<file path="src/rtl/swf_pkg.sv">
// ----------------------------------------------------------------------------
// swf_pkg
// Shared types, constants and the move table for the wall-follow controller.
// ----------------------------------------------------------------------------
package swf_pkg;

  // Default parameter values.
  localparam int unsigned MaxScanDefault  = 4096;
  localparam int unsigned DistBitsDefault = 16;

  // Fixed field widths.
  localparam int unsigned CfgDataW = 16;
  localparam int unsigned CfgAddrW = 3;
  localparam int unsigned ScanLenW = 13;
  localparam int unsigned TotalW   = 28;
  localparam int unsigned MoveW    = 3;
  localparam int unsigned AngW     = 10;
  localparam int unsigned LinW     = 9;
  localparam int unsigned OutDataW = 24;

  // Register reset values.
  localparam logic [ScanLenW-1:0] ScanLengthRst  = 13'd640;
  localparam logic [CfgDataW-1:0] SensorMaxRst   = 16'd10000;
  localparam logic [CfgDataW-1:0] SensorMinRst   = 16'd450;
  localparam logic [CfgDataW-1:0] NearWallRst    = 16'd500;
  localparam logic [CfgDataW-1:0] CrashRst       = 16'd250;
  localparam logic [CfgDataW-1:0] DoorOpenRst    = 16'd2000;
  localparam logic [CfgDataW-1:0] DoorEndRst     = 16'd500;

  typedef enum logic [CfgAddrW-1:0] {
    REG_SCAN_LENGTH = 3'd0,
    REG_SENSOR_MAX  = 3'd1,
    REG_SENSOR_MIN  = 3'd2,
    REG_NEAR_WALL   = 3'd3,
    REG_CRASH       = 3'd4,
    REG_DOOR_OPEN   = 3'd5,
    REG_DOOR_END    = 3'd6
  } cfg_reg_e;

  typedef enum logic [MoveW-1:0] {
    MOVE_STOP       = 3'd0,
    MOVE_FORWARD    = 3'd1,
    MOVE_BACK       = 3'd2,
    MOVE_TURN_LEFT  = 3'd3,
    MOVE_TURN_RIGHT = 3'd4,
    MOVE_GO_LEFT    = 3'd5,
    MOVE_GO_RIGHT   = 3'd6
  } move_e;

  // One queued result: the move code and the end-of-scan marker.
  typedef struct packed {
    move_e move;
    logic  last;
  } result_t;

  function automatic logic signed [AngW-1:0] move_angular(input move_e m);
    logic signed [AngW-1:0] r;
    unique case (m)
      MOVE_TURN_LEFT:  r = 10'sd256;
      MOVE_TURN_RIGHT: r = -10'sd256;
      MOVE_GO_LEFT:    r = 10'sd64;
      MOVE_GO_RIGHT:   r = -10'sd64;
      default:         r = 10'sd0;
    endcase
    return r;
  endfunction

  function automatic logic signed [LinW-1:0] move_linear(input move_e m);
    logic signed [LinW-1:0] r;
    unique case (m)
      MOVE_FORWARD:  r = 9'sd128;
      MOVE_BACK:     r = -9'sd128;
      MOVE_GO_LEFT:  r = 9'sd64;
      MOVE_GO_RIGHT: r = 9'sd64;
      default:       r = 9'sd0;
    endcase
    return r;
  endfunction

endpackage

</file>
<file path="src/rtl/scan_wall_follow_controller.sv">
// ----------------------------------------------------------------------------
// scan_wall_follow_controller
// Tracks running statistics over a laser scan and issues wall-follow moves.
// ----------------------------------------------------------------------------
//  Channel   | Direction | Carries
//  s_axis    | in        | tdata: distance_mm; tuser: invalid
//  m_axis    | out       | tdata: move, angular_rate, linear_speed; tlast: last
//  cfg       | in        | register index and 16-bit write data
//
// A sample is taken every unstalled cycle; its accumulator update lands at the
// accept edge. The last sample of a scan is decided in the next cycle and its
// one or two moves enter a four-entry result queue feeding m_axis. The input
// stalls only while the queue could not hold the moves of another scan end.
// Reset clears the tracker state, the queue and the registers to defaults.
// ----------------------------------------------------------------------------
module scan_wall_follow_controller #(
  parameter int unsigned MAX_SCAN  = swf_pkg::MaxScanDefault,
  parameter int unsigned DIST_BITS = swf_pkg::DistBitsDefault
) (
  input  logic                                   clk_i,
  input  logic                                   rst_ni,
  input  logic                                   s_axis_tvalid,
  output logic                                   s_axis_tready,
  // distance_mm in the low DIST_BITS bits, zero filled above
  input  logic [((DIST_BITS+7)/8)*8-1:0]         s_axis_tdata,
  // invalid
  input  logic                                   s_axis_tuser,
  output logic                                   m_axis_tvalid,
  input  logic                                   m_axis_tready,
  // move [2:0], angular_rate [12:3], linear_speed [21:13], zero above
  output logic [swf_pkg::OutDataW-1:0]           m_axis_tdata,
  output logic                                   m_axis_tlast,
  input  logic                                   cfg_valid_i,
  output logic                                   cfg_ready_o,
  input  logic [swf_pkg::CfgAddrW-1:0]           cfg_addr_i,
  input  logic [swf_pkg::CfgDataW-1:0]           cfg_data_i
);

  localparam int unsigned CmpW  = (DIST_BITS > swf_pkg::CfgDataW) ? DIST_BITS
                                                                  : swf_pkg::CfgDataW;
  localparam int unsigned NW    = swf_pkg::ScanLenW;
  localparam int unsigned TotW  = swf_pkg::TotalW;
  localparam int unsigned QDepth = 4;

  // Configuration registers.
  logic [NW-1:0]               scan_len_q;
  logic [swf_pkg::CfgDataW-1:0] sensor_max_q, sensor_min_q, near_wall_q;
  logic [swf_pkg::CfgDataW-1:0] crash_q, door_open_q, door_end_q;

  assign cfg_ready_o = 1'b1;

  always_ff @(posedge clk_i or negedge rst_ni) begin
    if (!rst_ni) begin
      scan_len_q   <= swf_pkg::ScanLengthRst;
      sensor_max_q <= swf_pkg::SensorMaxRst;
      sensor_min_q <= swf_pkg::SensorMinRst;
      near_wall_q  <= swf_pkg::NearWallRst;
      crash_q      <= swf_pkg::CrashRst;
      door_open_q  <= swf_pkg::DoorOpenRst;
      door_end_q   <= swf_pkg::DoorEndRst;
    end else if (cfg_valid_i) begin
      unique case (cfg_addr_i)
        swf_pkg::REG_SCAN_LENGTH: scan_len_q   <= cfg_data_i[NW-1:0];
        swf_pkg::REG_SENSOR_MAX:  sensor_max_q <= cfg_data_i;
        swf_pkg::REG_SENSOR_MIN:  sensor_min_q <= cfg_data_i;
        swf_pkg::REG_NEAR_WALL:   near_wall_q  <= cfg_data_i;
        swf_pkg::REG_CRASH:       crash_q      <= cfg_data_i;
        swf_pkg::REG_DOOR_OPEN:   door_open_q  <= cfg_data_i;
        swf_pkg::REG_DOOR_END:    door_end_q   <= cfg_data_i;
        default: ;
      endcase
    end
  end

  // Effective scan length, clamped to 1..MAX_SCAN.
  logic [NW-1:0] n_eff;
  always_comb begin
    if (scan_len_q == '0) begin
      n_eff = NW'(1);
    end else if (32'(scan_len_q) > 32'(MAX_SCAN)) begin
      n_eff = NW'(MAX_SCAN);
    end else begin
      n_eff = scan_len_q;
    end
  end

  logic [NW-1:0] n_quarter, n_half;
  assign n_quarter = n_eff >> 2;
  assign n_half    = n_eff >> 1;

  // Tracker state.
  logic [NW-1:0]        idx_q, idx_d;
  logic [CmpW-1:0]      nearest_q, nearest_d;
  logic [CmpW-1:0]      farthest_q, farthest_d;
  logic [TotW-1:0]      left_tot_q, left_tot_d, right_tot_q, right_tot_d;
  logic                 left_bad_q, left_bad_d, right_bad_q, right_bad_d;
  logic [NW-1:0]        inv_cnt_q, inv_cnt_d;
  logic [DIST_BITS:0]   mid_q, mid_d, first_q, first_d;
  logic                 end_q;

  logic [DIST_BITS-1:0] din;
  logic                 bad;
  logic                 s_fire;
  logic                 is_last;
  logic [TotW:0]        tot_sum;

  assign din    = s_axis_tdata[DIST_BITS-1:0];
  assign bad    = s_axis_tuser;
  assign s_fire = s_axis_tvalid && s_axis_tready;
  assign is_last = (NW'(idx_q + NW'(1)) >= n_eff) || (idx_q == {NW{1'b1}});

  always_comb begin
    logic restart;
    logic [TotW-1:0] lt, rt;
    restart = (idx_q == '0);
    if (restart) begin
      nearest_d   = CmpW'(sensor_max_q);
      farthest_d  = CmpW'(sensor_min_q);
      lt          = '0;
      rt          = '0;
      left_bad_d  = 1'b0;
      right_bad_d = 1'b0;
      inv_cnt_d   = '0;
      mid_d       = '0;
      first_d     = '0;
    end else begin
      nearest_d   = nearest_q;
      farthest_d  = farthest_q;
      lt          = left_tot_q;
      rt          = right_tot_q;
      left_bad_d  = left_bad_q;
      right_bad_d = right_bad_q;
      inv_cnt_d   = inv_cnt_q;
      mid_d       = mid_q;
      first_d     = first_q;
    end

    if (!bad && (CmpW'(din) < nearest_d)) nearest_d = CmpW'(din);
    if (bad) inv_cnt_d = NW'(inv_cnt_d + NW'(1));
    if ((idx_q < n_quarter) && !bad && (CmpW'(din) > farthest_d)) begin
      farthest_d = CmpW'(din);
    end

    // Only one half sum moves per sample, so one adder serves both.
    tot_sum = {1'b0, (idx_q > n_half) ? lt : rt} + (TotW+1)'(din);
    left_tot_d  = lt;
    right_tot_d = rt;
    if (idx_q > n_half) begin
      if (bad) left_bad_d = 1'b1;
      else     left_tot_d = tot_sum[TotW] ? {TotW{1'b1}} : tot_sum[TotW-1:0];
    end else begin
      if (bad) right_bad_d = 1'b1;
      else     right_tot_d = tot_sum[TotW] ? {TotW{1'b1}} : tot_sum[TotW-1:0];
    end

    if (idx_q == n_half) mid_d   = {bad, din};
    if (restart)         first_d = {bad, din};

    idx_d = is_last ? '0 : NW'(idx_q + NW'(1));
  end

  always_ff @(posedge clk_i or negedge rst_ni) begin
    if (!rst_ni) begin
      idx_q       <= '0;
      nearest_q   <= '0;
      farthest_q  <= '0;
      left_tot_q  <= '0;
      right_tot_q <= '0;
      left_bad_q  <= 1'b0;
      right_bad_q <= 1'b0;
      inv_cnt_q   <= '0;
      mid_q       <= '0;
      first_q     <= '0;
      end_q       <= 1'b0;
    end else begin
      end_q <= s_fire && is_last;
      if (s_fire) begin
        idx_q       <= idx_d;
        nearest_q   <= nearest_d;
        farthest_q  <= farthest_d;
        left_tot_q  <= left_tot_d;
        right_tot_q <= right_tot_d;
        left_bad_q  <= left_bad_d;
        right_bad_q <= right_bad_d;
        inv_cnt_q   <= inv_cnt_d;
        mid_q       <= mid_d;
        first_q     <= first_d;
      end
    end
  end

  // End-of-scan decision, in the cycle after the last sample is accepted.
  logic            follow_q, follow_d, door_q, door_d;
  logic [1:0]      n_push;
  swf_pkg::result_t push0, push1;

  always_comb begin
    logic [NW+3:0] inv_x10, n_x9;
    logic          crashed;
    logic          right_side;
    inv_x10 = ((NW+4)'(inv_cnt_q) << 3) + ((NW+4)'(inv_cnt_q) << 1);
    n_x9    = ((NW+4)'(n_eff) << 3) + (NW+4)'(n_eff);
    crashed = (inv_x10 > n_x9) ||
              (!mid_q[DIST_BITS] && (CmpW'(mid_q[DIST_BITS-1:0]) < CmpW'(crash_q)));
    right_side = !left_bad_q && !right_bad_q && (left_tot_q >= right_tot_q);

    follow_d = follow_q;
    door_d   = door_q;
    n_push   = 2'd0;
    push0    = '{move: swf_pkg::MOVE_STOP, last: 1'b0};
    push1    = '{move: swf_pkg::MOVE_STOP, last: 1'b1};

    if (end_q) begin
      if (crashed) begin
        n_push = 2'd1;
        push0  = '{move: swf_pkg::MOVE_BACK, last: 1'b1};
      end else if ((nearest_q <= CmpW'(near_wall_q)) && !door_q) begin
        follow_d = 1'b1;
        n_push   = 2'd2;
        push1    = '{move: right_side ? swf_pkg::MOVE_TURN_RIGHT
                                      : swf_pkg::MOVE_TURN_LEFT, last: 1'b1};
      end else begin
        if (follow_q && (farthest_q >= CmpW'(door_open_q))) begin
          door_d   = 1'b1;
          follow_d = 1'b0;
        end
        if (door_d) begin
          if (!first_q[DIST_BITS] &&
              (CmpW'(first_q[DIST_BITS-1:0]) <= CmpW'(door_end_q))) begin
            door_d = 1'b0;
            n_push = 2'd1;
            push0  = '{move: swf_pkg::MOVE_STOP, last: 1'b1};
          end else begin
            n_push = 2'd2;
            push1  = '{move: swf_pkg::MOVE_GO_RIGHT, last: 1'b1};
          end
        end else begin
          n_push = 2'd2;
          push1  = '{move: swf_pkg::MOVE_FORWARD, last: 1'b1};
        end
      end
    end
  end

  // Result queue; slot 0 drives the output.
  swf_pkg::result_t q_q [QDepth];
  swf_pkg::result_t q_d [QDepth];
  logic [2:0]       cnt_q, cnt_d;
  logic             pop;
  logic [2:0]       base;

  assign m_axis_tvalid = (cnt_q != '0);
  assign pop           = m_axis_tvalid && m_axis_tready;
  assign base          = cnt_q - {2'b0, pop};
  assign cnt_d         = base + {1'b0, n_push};

  // Room for two moves per pending scan end, counting one still being decided.
  assign s_axis_tready = ({1'b0, cnt_q} + (end_q ? 4'd2 : 4'd0)) <= 4'd2;

  always_comb begin
    for (int j = 0; j < QDepth; j++) begin
      if (3'(j) < base) begin
        q_d[j] = (pop && (j + 1 < QDepth)) ? q_q[(j + 1) % QDepth] : q_q[j];
      end else if ((3'(j) == base) && (n_push != 2'd0)) begin
        q_d[j] = push0;
      end else if ((3'(j) == 3'(base + 3'd1)) && (n_push == 2'd2)) begin
        q_d[j] = push1;
      end else begin
        q_d[j] = q_q[j];
      end
    end
  end

  always_ff @(posedge clk_i or negedge rst_ni) begin
    if (!rst_ni) begin
      cnt_q    <= '0;
      follow_q <= 1'b0;
      door_q   <= 1'b0;
    end else begin
      cnt_q    <= cnt_d;
      follow_q <= follow_d;
      door_q   <= door_d;
    end
  end

  always_ff @(posedge clk_i) begin
    for (int j = 0; j < QDepth; j++) begin
      q_q[j] <= q_d[j];
    end
  end

  assign m_axis_tdata = {2'b00,
                         swf_pkg::move_linear(q_q[0].move),
                         swf_pkg::move_angular(q_q[0].move),
                         q_q[0].move};
  assign m_axis_tlast = q_q[0].last;

endmodule

</file>
<file path="config.mk">
export PLATFORM = sky130hd
export DESIGN_NAME = scan_wall_follow_controller
export DESIGN_NICKNAME = d
export VERILOG_FILES = /design/src/rtl/swf_pkg.sv /design/src/rtl/scan_wall_follow_controller.sv
export SDC_FILE = /design/constraint.sdc
export NUM_CORES = 1
export LEC_CHECK = 0
export BUFFER_PORTS_ARGS = -buffer_cell sky130_fd_sc_hd__clkbuf_2
export CAP_MARGIN = 20
export CORE_MARGIN = 4
export CORE_UTILIZATION = 60
export DETAILED_ROUTE_END_ITERATION = 8
export PLACE_DENSITY_LB_ADDON = 0.2
export SLEW_MARGIN = 20
export SYNTH_ARGS = -nofsm -noshare
export SYNTH_HDL_FRONTEND = slang
export SYNTH_SLANG_ARGS = --single-unit
</file>
<file path="constraint.sdc">
create_clock -name clk_i -period 7 [get_ports clk_i]
set_input_delay 1.75 -clock clk_i [delete_from_list [all_inputs] [get_ports clk_i]]
set_output_delay 1.75 -clock clk_i [all_outputs]
set_load 0.02 [all_outputs]
</file>
==> impl_metrics.yaml <==
finish:
  finish.instance_area_um2: 20700
  fin_nets: 2277
  fin_cells: 2437
  post_route_cells_drive_above_1_share: 0.147
  area_growth_pct: 8.44
yosys:
  ys_seq_area_frac: 0.376
  async_reset_ff_frac: 0.943
  synth_top_cell_area_share: 0.302
  synthCells: 1981
  ys_top_cells_by_area: "dfrtp_1, ha_1, mux2_2"
  synth-main-ff-cell: "dfrtp_1"
  yosys.cell_types.count: 86
  ys_warn_count: 0
  syn_avg_cell_area_um2: 9.62
  synth_largest_area_cell: "dfrtp_1"
  synth-seq-cells: 281
  synth-edff-count: 16
  syn_area_um2: 19100
timing:
  fin_tns_setup_ps: 0
  slew_headroom: 0.260
  skew_ps: 11.2
  whs_ps: 498
  tightest_slew_ps: 1110
  setup_viol: 0
  timing.fmax_mhz: 159
  min_period_over_period: 0.900
  rsz0062_at_grt: "false"
  slew_violations: 0
  period_needed_ps: 6300
  report.final.hold_viol_count: 0
power:
  vdd_ir_drop_max_uv: 279
  powerDensity_nw_per_um2: 378
  p_leak_nw: 9.95
run_status:
  outcome: "complete, no violations"
critical_path:
  crit_required_ps: 7210
  r2r_cells: 23
  end_kind: "flop"
  cp_max_fo: 6
  cp.arrival_ps: 6510
  critPathKind: "flop to flop"
  start_kind: "flop"
routing:
  vias: 15500
  post-route-drc-count: 0
  route.detailed.wl_per_inst_um: 20.5
  drtIter0Drc: 1111
  viasPerCell: 6.36
  antenna_left: 0
  dr.pass1.iters: 6
  wirelength_mm: 49.9
grt:
  antenna_found_initial: 3
  grt_usage: 0.290
  grt_pass1_wl_mm: 80.9
  overflow: 0
  grt_pass1_vias: 15700
  grt_max_degree: 91
die:
  die_w_um: 186
  initial_utilization: 0.615
  fp.dieH_um: 186
  rows: 64
  dieArea_um2: 34700
  core-area_um2: 31000
  num_io_pins: 69
placement:
  dp.cells: 2379
  dpl.hpwl_mm: 35.8
  routabilityCongestion: 0.930
  portBuffers: 53
  dpl_cell_area_um2: 19700
clocking:
  cts_max_path_buffers: 3
  insertion_delay_ps: 580
  clk_pin_slew_worst_paths_ps: 60
  cts_setup_buffers: 0
  cts_tree: "built"
  root_buffer: "clkbuf_16"
  ctsResizeCount: 0
  cts_max_level: 1
  cts-buffers-inserted: 31
  hold_buffers: 0
  clock-sinks: 281
min_path:
  min_path_type: "flop to flop"
  hold_path_depth: 2
flow_run:
  drv_cap: 0
[final timing paths]
| check | slack (ps) | startpoint | to |
|---|---|---|---|
| worst max-delay path | 700 | scan_len_q[2] | q_q[1][0] |
| worst min-delay path | 500 | left_bad_q | left_bad_q |
| worst max register to register | 700 | scan_len_q[2] | q_q[1][0] |
| worst min register to register | 500 | left_bad_q | left_bad_q |
| max in group asynchronous | 4350 | rst_ni | farthest_q[3] |
| min in group asynchronous | 1220 | rst_ni | sensor_min_q[10] |
[cell usage in the layout (no fill, tap or decap), types with 17 or more instances in the layout]
master,instances
dfrtp_1,230
ha_1,216
nand2_1,191
inv_1,147
o21ai_0,125
mux2_2,111
a21oi_1,103
nor2_1,82
clkbuf_2,52
a21o_1,47
nand3_1,45
mux2i_1,42
dfstp_2,35
nand4_1,33
and3_1,33
o211ai_1,33
clkbuf_16,31
xnor2_1,29
a22o_1,28
and2_1,27
buf_4,27
o22ai_1,23
nor3_1,22
nand2b_1,21
nor2b_1,18
xor2_1,18
nor3b_1,18
a221o_1,17
[metrics by stage]
step                      worst slack (ps)  power [mW]   util
after floorplan                       1590        5.14      -
after global placement                 857        6.04  0.635
after detailed placement               731        6.18  0.635
after CTS                              687        7.81  0.666
after global routing                   208        8.42  0.667
final                                  699        7.82  0.667
[synthesized netlist by cell type, drive strengths merged (5+ instances only)]
cell type  instances
dfrtp            230
ha               216
nand2            193
inv              147
o21ai            131
mux2             111
a21oi            104
nor2              82
clkbuf            62
a21o              47
nand3             46
mux2i             42
dfstp             35
and3              34
nand4             33
o211ai            33
buf               30
xnor2             29
a22o              28
and2              28
nor3              24
o22ai             23
nand2b            21
nor3b             20
nor2b             18
xor2              18
a221o             17
o21a              17
edfxtp            16
nor4              12
a211oi            11
a31oi             10
o31ai             10
or4                9
a211o              6
and4               6
or3                6
a2111oi            5
a41oi              5
nand4b             5
o21bai             5
[cells by family after synthesis]
| logic type | synth area share |
|---|---|
| xor+xnor | 0.0216 |
| buf+inv | 0.0524 |
| fa+ha+maj | 0.146 |
| mux | 0.0877 |
| other cells | 0.000394 |
| simple gates | 0.145 |
| flops | 0.376 |
| compound gates | 0.171 |
[per-layer routing]
| layer | up-vias | wire (µm) | global-route usage | part of all wire |
|---|---|---|---|---|
| met2 | 548 | 23300 | 0.477 | 0.47 |
| li1 | 7254 | - | - | - |
| met1 | 7557 | 21300 | 0.387 | 0.43 |
| met4 | 2 | 1970 | 0.108 | 0.039 |
| met5 | - | 20 | 0 | 0.00040 |
| met3 | 145 | 3330 | 0.0500 | 0.067 |
[registers in the layout, summed over array words and instances (netlist names), 17 cells and up]
signal and cells:
first_q 17, left_tot_q 28, mid_q 17, right_tot_q 28
[power breakdown]
group          total [mW]  internal (mW)  switching (mW)
registers            2.48           2.14           0.340
clock network        1.58          0.902           0.675
logic                3.76           1.53            2.23
total                7.82           4.57            3.24
[critical path, cell delays in order (launching register included)]
cell and delay [ps]:
dfrtp_1 450, nor4_1 330, a31oi_1 170, nor2_1 350
ha_1 250, inv_1 60, fa_1 400, nor2b_1 140
o21ai_0 110, a21oi_1 190, o21ai_0 120, a21oi_1 180
o21ai_0 130, a21oi_1 180, xnor2_1 90, ha_1 190
a21o_1 160, a21o_1 180, a21o_1 190, a2111oi_0 730
o211a_1 370, o41a_1 330, mux2i_1 170, o21ai_0 470
[final cells by class]
type,instances,area (µm²)
Antenna cell,2,5.00
Clock buffer,43,871
Clock inverter,13,106
Fill cell,2418,10300
Inverter,147,552
Multi-Input combinational cell,1475,11000
Sequential cell,281,7160
Tap cell,396,495
Timing Repair Buffer,80,478
(Power assumes the default switching activity.)
